<file path="config.mk">
export PLATFORM = sky130hd
export DESIGN_NAME = hxdm_out
export DESIGN_NICKNAME = d
export VERILOG_FILES = /design/src/rtl/core/hxdm_pkg.sv /design/src/rtl/core/hxdm_out.sv
export SDC_FILE = /design/constraint.sdc
export NUM_CORES = 2
export LEC_CHECK = 0
export BUFFER_PORTS_ARGS = -buffer_cell sky130_fd_sc_hd__buf_2
export CAP_MARGIN = 15
export CORE_MARGIN = 2
export CORE_UTILIZATION = 40
export DETAILED_ROUTE_END_ITERATION = 10
export PLACE_DENSITY = 0.63
export RECOVER_POWER = 25
export SKIP_CTS_REPAIR_TIMING = 1
export SLEW_MARGIN = 20
export SYNTH_ARGS = -nofsm -noshare
export SYNTH_HDL_FRONTEND = slang
export SYNTH_SLANG_ARGS = --single-unit
</file>
<file path="constraint.sdc">
create_clock -name clk -period 7.2 [get_ports clk]
set_input_delay 0.36 -clock clk [delete_from_list [all_inputs] [get_ports clk]]
set_output_delay 0.36 -clock clk [all_outputs]
set_load 0.01 [all_outputs]
</file>
<file path="src/rtl/core/hxdm_pkg.sv">
// Shared types, constants and the CORDIC arctangent table for the X-drive wheel mixer.
// Depends on nothing; every other file of the mixer but hxdm_checker refers to it by scoped names.
`default_nettype none

package hxdm_pkg;

    localparam int ITERS = 16;
    localparam int IDX_W = 4;
    localparam int SPEED_W = 15;
    localparam int CFG_IDX_W = 2;
    localparam int VEC_W = 34;
    localparam int ROT_W = 34;
    localparam int POW_W = 17;
    localparam int WHEEL_W = 17;
    localparam int MAG_W = 29;

    localparam logic [30:0] GAIN_INV = 31'd652032874;
    localparam logic [14:0] ARC_FULL = 15'd32512;
    localparam logic [SPEED_W-1:0] MIN_SPEED_RESET = 15'd0;
    localparam logic [SPEED_W-1:0] MAX_SPEED_RESET = 15'd32512;

    localparam logic [CFG_IDX_W-1:0] REG_MIN_SPEED = 2'd0;
    localparam logic [CFG_IDX_W-1:0] REG_MAX_SPEED = 2'd1;

    localparam logic [31:0] HALF_TURN = 32'h8000_0000;
    localparam logic [31:0] EIGHTH_TURN = 32'h2000_0000;

    typedef enum logic [0:0] {
        CMD_POLAR  = 1'b0,
        CMD_ARCADE = 1'b1
    } cmd_t;

    typedef struct packed {
        logic                      command;
        logic [15:0]               heading;
        logic signed [POW_W-1:0]   polar_p;
        logic [31:0]               polar_phi;
        logic signed [POW_W-1:0]   turn;
    } side_t;

    typedef struct packed {
        logic signed [POW_W-1:0]   power;
        logic [31:0]               phi;
        logic signed [POW_W-1:0]   turn;
    } drive_t;

    typedef struct packed {
        logic signed [POW_W-1:0]   power;
        logic signed [ROT_W-1:0]   cosv;
        logic signed [ROT_W-1:0]   sinv;
        logic signed [POW_W-1:0]   turn;
    } trig_t;

    function automatic logic [31:0] atan_angle(input logic [IDX_W-1:0] idx);
        logic [31:0] a;
        case (idx)
            4'd0:    a = 32'h2000_0000;
            4'd1:    a = 32'h12E4_051E;
            4'd2:    a = 32'h09FB_385B;
            4'd3:    a = 32'h0511_11D4;
            4'd4:    a = 32'h028B_0D43;
            4'd5:    a = 32'h0145_D7E1;
            4'd6:    a = 32'h00A2_F61E;
            4'd7:    a = 32'h0051_7C55;
            4'd8:    a = 32'h0028_BE53;
            4'd9:    a = 32'h0014_5F2F;
            4'd10:   a = 32'h000A_2F98;
            4'd11:   a = 32'h0005_17CC;
            4'd12:   a = 32'h0002_8BE6;
            4'd13:   a = 32'h0001_45F3;
            4'd14:   a = 32'h0000_A2FA;
            4'd15:   a = 32'h0000_517D;
            default: a = 32'h0000_0000;
        endcase
        return a;
    endfunction

endpackage

`default_nettype wire

</file>
<file path="src/rtl/core/hxdm_out.sv">
// Back end: power times cosine and sine with rounding, then turn mixing and
// saturation of the four wheel commands. Depends on hxdm_pkg.
`default_nettype none

module hxdm_out
(
    input  wire logic                               clk,
    input  wire logic                               rst_n,
    input  wire logic                               in_valid,
    output logic                                    in_ready,
    input  wire hxdm_pkg::trig_t                    in_data,
    output logic                                    out_valid,
    input  wire logic                               out_ready,
    output logic [4*hxdm_pkg::WHEEL_W-1:0]          out_data
);

    localparam int N = 2;
    localparam int PW = hxdm_pkg::POW_W + hxdm_pkg::ROT_W;

    logic [N-1:0]                       vld_reg;
    logic [N:0]                         rdy;
    logic signed [PW-1:0]               pc_reg, ps_reg;
    logic signed [hxdm_pkg::POW_W-1:0]  t_reg;
    logic [4*hxdm_pkg::WHEEL_W-1:0]     out_reg;

    logic signed [PW-1:0]               pc_next, ps_next;
    logic signed [PW-1:0]               fl, fr, bl, br;

    assign rdy[N] = out_ready;
    for (genvar g = 0; g < N; g++) begin : g_rdy
        assign rdy[g] = !vld_reg[g] || rdy[g+1];
    end
    assign in_ready = rdy[0];

    always_ff @(posedge clk or negedge rst_n)
    begin
        if (!rst_n)
        begin
            vld_reg <= '0;
        end
        else
        begin
            for (int i = 0; i < N; i++)
            begin
                if (rdy[i])
                begin
                    vld_reg[i] <= (i == 0) ? in_valid : vld_reg[i-1];
                end
            end
        end
    end

    assign pc_next = (PW'(in_data.power) * PW'(in_data.cosv) + (PW'(1) <<< 29)) >>> 30;
    assign ps_next = (PW'(in_data.power) * PW'(in_data.sinv) + (PW'(1) <<< 29)) >>> 30;

    always_ff @(posedge clk)
    begin
        if (rdy[0])
        begin
            pc_reg <= pc_next;
            ps_reg <= ps_next;
            t_reg <= in_data.turn;
        end
    end

    function automatic logic [hxdm_pkg::WHEEL_W-1:0] wheel_sat(input logic signed [PW-1:0] v);
        logic [hxdm_pkg::WHEEL_W-1:0] r;
        if (v > PW'(65535))
        begin
            r = 17'h0FFFF;
        end
        else if (v < -PW'(65536))
        begin
            r = 17'h10000;
        end
        else
        begin
            r = v[hxdm_pkg::WHEEL_W-1:0];
        end
        return r;
    endfunction

    assign fl = ps_reg + PW'(t_reg);
    assign fr = pc_reg - PW'(t_reg);
    assign bl = pc_reg + PW'(t_reg);
    assign br = ps_reg - PW'(t_reg);

    always_ff @(posedge clk)
    begin
        if (rdy[1])
        begin
            out_reg <= {wheel_sat(br), wheel_sat(bl), wheel_sat(fr), wheel_sat(fl)};
        end
    end

    assign out_valid = vld_reg[N-1];
    assign out_data = out_reg;

endmodule

`default_nettype wire

</file>
# --- Word-level counts from Yosys, hierarchy flattened ---
# Index checks and enable logic that the tools add are counted.
classes:
  addsub: 6
  multipliers: 2
  n_div: 0
  magnitude_cmp: 8
  eq_ne: 0
  shifts: 0
  n_mux: 4
  bitwise_logic: 0
  n_reduce_logical: 4
ops:
  columns: ["operator", "n"]
  rows:
  - ["$add 51x31->51 const B", 2]
  - ["$mul 17x34->51", 2]
  - ["$gt 22x17->1 const B", 4]
  - ["$lt 22x17->1 const B", 4]
  - ["$mux 17", 4]
  - ["$add 21x17->22", 2]
  - ["$sub 21x17->22", 2]
  - ["$logic_not 1->1", 2]
  - ["$logic_or 1x1->1", 2]
totals:
  ff_bits: 129
  latchBits: 0
  ramBits: 0
  romBits: 0
  input_bits: 106
  out_inout_bits: 70
  word_cells: 33
  memories: 0

# --- Logic depth before layout (Yosys ltp) ---
logic_depth:
  word_depth: 3
  depth_mapped: 26
  depth_no_buf: 24

# --- Least setup slack after synthesis ---
# No wires, ideal clock.
synth_path:
  kind: "input to register"
  startpoint: "input port in_data[90] in the netlist's numbering"
  endpoint: "register, netlist name pc_reg[20]"
  setup_ns: 0.260
  arrival_ns: 6.134
  required_time_ns: 6.940
  path_slack_ns: 0.806
  cell_stages: 21
  n_path_buf: 3
  path_cell_list: "clkbuf_1 clkbuf_1 nand2_1 fa_1 inv_1 fa_1 fa_1 fa_1 fa_1 fa_1 ha_1 clkbuf_1 a21o_1 a21o_1 a21o_1 a21o_1 a221o_1 a21o_1 a21oi_1 o21ai_1 xnor2_1"
synth_via:
  elab_chain_len: 2
synth_rtl:
  columns: ["element", "line_no", "source"]
  rows:
  - ["start: declaration", "hxdm_out.sv:11", "input wire hxdm_pkg::trig_t in_data,"]
  - ["$mul 17x34->51", "hxdm_out.sv:53", "assign pc_next = (PW'(in_data.power) * PW'(in_data.cosv) + (PW'(1) <<< 29)) >>> 30;"]
  - ["$add 51x31->51", "hxdm_out.sv:53", null]
  - ["net pc_next[20]", "hxdm_out.sv:26", "logic signed [PW-1:0] pc_next, ps_next;"]
# The timed path passes the listed nets, and every way through them passes these cells.
# A chain may end at the register's enable or synchronous reset.

# --- Worst setup path after layout ---
layout_path:
  startpoint: "input port in_data[93] in the netlist's numbering"
  endpoint: "register ps_reg[15], data pin"
layout_via:
  elab_chain_len: 2
layout_rtl:
  columns: ["element", "line_no", "source"]
  rows:
  - ["$mul 17x34->51", "hxdm_out.sv:54", "assign ps_next = (PW'(in_data.power) * PW'(in_data.sinv) + (PW'(1) <<< 29)) >>> 30;"]
  - ["$add 51x31->51", "hxdm_out.sv:54", null]
  - ["net ps_next[15]", "hxdm_out.sv:26", null]
  - ["end signal: assignment", "hxdm_out.sv:61", "ps_reg <= ps_next;"]
  - ["end: declaration", "hxdm_out.sv:22", "logic signed [PW-1:0] pc_reg, ps_reg;"]
# The timed path passes the listed nets, and every way through them passes these cells.

==> flow_summary.toml <==
[outcome]
status = "finished, final reports clean"

[clock_tree]
cts_root_buf = "clkbuf_16"
cts_buffer_depth = 2
clock_sinks = 129
clk_latency_ns = 0.45
htreeDepth = 4
cts_tree = "yes"
clk_pin_slew_ns = 0.06
numCtsBuffers = 17

[worst_setup_path]
cp-start-kind = "input pin"
critical-path-top-delay-family = "adder cells"
arrival_ns = 6.79
path_buf_inv = 5
slowest_stage = "fa_1"
crit_type = "input pin to register"
cp_max_fo = 18
crit_chain = "buf_2 -> buf_4 -> nand2_1 -> fa_1 -> inv_1 -> fa_1 -> fa_1 -> fa_1 -> fa_1 -> inv_1 -> fa_1 -> inv_1 -> ha_1 -> a2111oi_0 -> o21ai_0 -> o22ai_1 -> and3_1 -> a21o_1 -> a21o_1 -> nand2_1 -> a221oi_1 -> xnor2_1"
worst_setup_path_end_kind = "register"
crit_required_ns = 7.39
cpPeakStageDelay_ns = 0.56
path_common_cell = "fa_1"

[synth]
synth_seq_cells = 129
syn_inst = 5140
syn_area_per_cell_sq_um = 9.204
seq_area_frac_synth = 0.08167
syn_nets = 6664
synthFlopType = "edfxtp_1"
syn-cell-area_sq_um = 47310
synth_edf_count = 127
synth.distinct_cells = 94
yosys_warnings = 0
ys_async_sr_fraction = 0.01550

[floorplan]
die_area_sq_um = 121000
chipHeight_um = 347.9
die_w_um = 347.9
pin_count = 176
rows = 126
initial_utilization = 0.4023
core_sq_um = 117600

[global_routing]
grt_pass1_vias = 38100
grt_max_degree = 70
antenna_found_initial = 7
grt_pass1_wl_um = 211800
overflow = 0
grt_usage = 0.2244

[cells_and_area]
final_util = 0.4302
final_nets = 6702
syn2layout_area_growth_pct = 6.959
layoutNonFillerInstCount = 6731
largest_register_ffs = 68
seqCellArea_sq_um = 3864
multi_input_area_sq_um = 38050
drive_gt1_frac = 0.05182
fillers = 11600

[timing]
fin_setup_tns_ns = 0
whs_ns = 0.08811
finalCriticalPeriod_ns = 6.603
tightest_slew_ns = 0.9630
drv_slew = 0
hold_violations = 0
slew_headroom = 0.3580
clock.fmax_ghz = 0.1514
finalClockSkew_ns = 0.01124
finalSetupViolations = 0
period_share = 0.9171
rsz0062_at_grt = "false"

[placed_design]
place.port_buffers = 175
gp_congestion = 0.9301
placedCellCount = 6694
hpwl_um = 105300

[worst_hold_path]
hp-class = "input pin to register"

[routing]
first_pass_iters = 5
vias_per_cell = 5.156
route.detailed.drc = 0
num_vias = 34710
routedWlPerCell_um = 19.42
ant_nets = 0
drtIter0Drc = 2239
totalWireLength_um = 130700

[run]
drv_cap = 0
## kinds of logic after synthesis
kind of cell	share of synthesized area
multiplexers	0.001111
flip-flops	0.08167
buffers and inverters	0.1141
AND/OR/NAND/NOR	0.1601
XOR/XNOR	0.02275
adder cells (fa/ha/maj)	0.5502
AO/OA/AOI/OAI	0.06998
## Yosys cell counts, types with 6 or more instances
cell	n	area share
a211oi_1	12	0.0019
a211oi_2	7	0.0019
a21o_1	57	0.0090
a21oi_1	157	0.017
a311oi_1	9	0.0017
a31oi_1	17	0.0022
and2_1	489	0.065
and3_1	17	0.0022
and4_1	7	0.0013
buf_2	22	0.0023
clkbuf_1	202	0.016
edfxtp_1	127	0.081
fa_1	1104	0.47
ha_1	314	0.083
inv_1	1181	0.094
nand2_1	676	0.054
nand2b_1	37	0.0049
nand3_1	54	0.0057
nand4_1	11	0.0015
nor2_1	161	0.013
nor2b_1	23	0.0030
nor3_1	35	0.0037
nor4_1	6	0.00079
o211ai_1	12	0.0019
o21a_1	18	0.0029
o21ai_0	68	0.0072
o21ai_1	25	0.0026
o21ai_2	12	0.0022
o21bai_1	20	0.0032
o31ai_1	14	0.0022
or2_2	7	0.00093
xnor2_1	96	0.018
xor2_1	25	0.0046
## per-stage QoR
stage                     cell area [sq um]  setup WS (ns)
after floorplan                       47310         0.8061
after global placement                50030         0.3516
after detailed placement              50030         0.1975
after CTS                             50660         0.6440
after global routing                  50590         0.2874
final                                 50600         0.5969
## metal layers
metal	GRT usage	wire length, um	vias to the layer above
met3	0.04285	10070	205
met5	0	37	-
met1	0.3000	55250	17820
li1	-	-	15440
met2	0.3722	61860	1234
met4	0.06290	3539	6
## cell type report
| class | instances | share of cell area |
|---|---|---|
| Clock buffer | 17 | 0.008407 |
| Clock inverter | 15 | 0.004055 |
| Multi-Input combinational cell | 3591 | 0.7519 |
| Tap cell | 1536 | 0.03798 |
| Inverter | 1185 | 0.08791 |
| Antenna cell | 4 | 0.0001978 |
| Timing Repair Buffer | 254 | 0.03316 |
| Sequential cell | 129 | 0.07636 |
## path summary, 6_finish.rpt
check | start | to | slack (ns) | cells after the start
worst max register to register | t_reg[16]$_DFFE_PP_ | out_data[59]$_SDFFCE_PN1P_ | 2.60 | 11
min in group asynchronous | rst_n | vld_reg[0]$_DFFE_PN0P_ | 0.24 | 2
worst max-delay path | in_data[93] | ps_reg[15]$_DFFE_PP_ | 0.60 | 22
worst min register to register | vld_reg[0]$_DFFE_PN0P_ | vld_reg[1]$_DFFE_PN0P_ | 0.47 | 1
max in group asynchronous | rst_n | vld_reg[1]$_DFFE_PN0P_ | 6.83 | 2
worst min-delay path | in_data[5] | t_reg[5]$_DFFE_PP_ | 0.09 | 1
## layout by cell type (no fill, tap or decap), drive strengths merged, types with 82 or more instances in the layout
cell type  netlist  routed
a21oi          157     157
and2           489     489
buf             32     188
clkbuf         203      82
edfxtp         127     127
fa            1104    1104
ha             314     314
inv           1182    1188
nand2          677     677
nor2           161     161
o21ai          105     105
xnor2           97      97
Power is left out: the tool's default activity adds up to more than one toggle a clock period on the data nets, which glitch-free logic cannot reach.
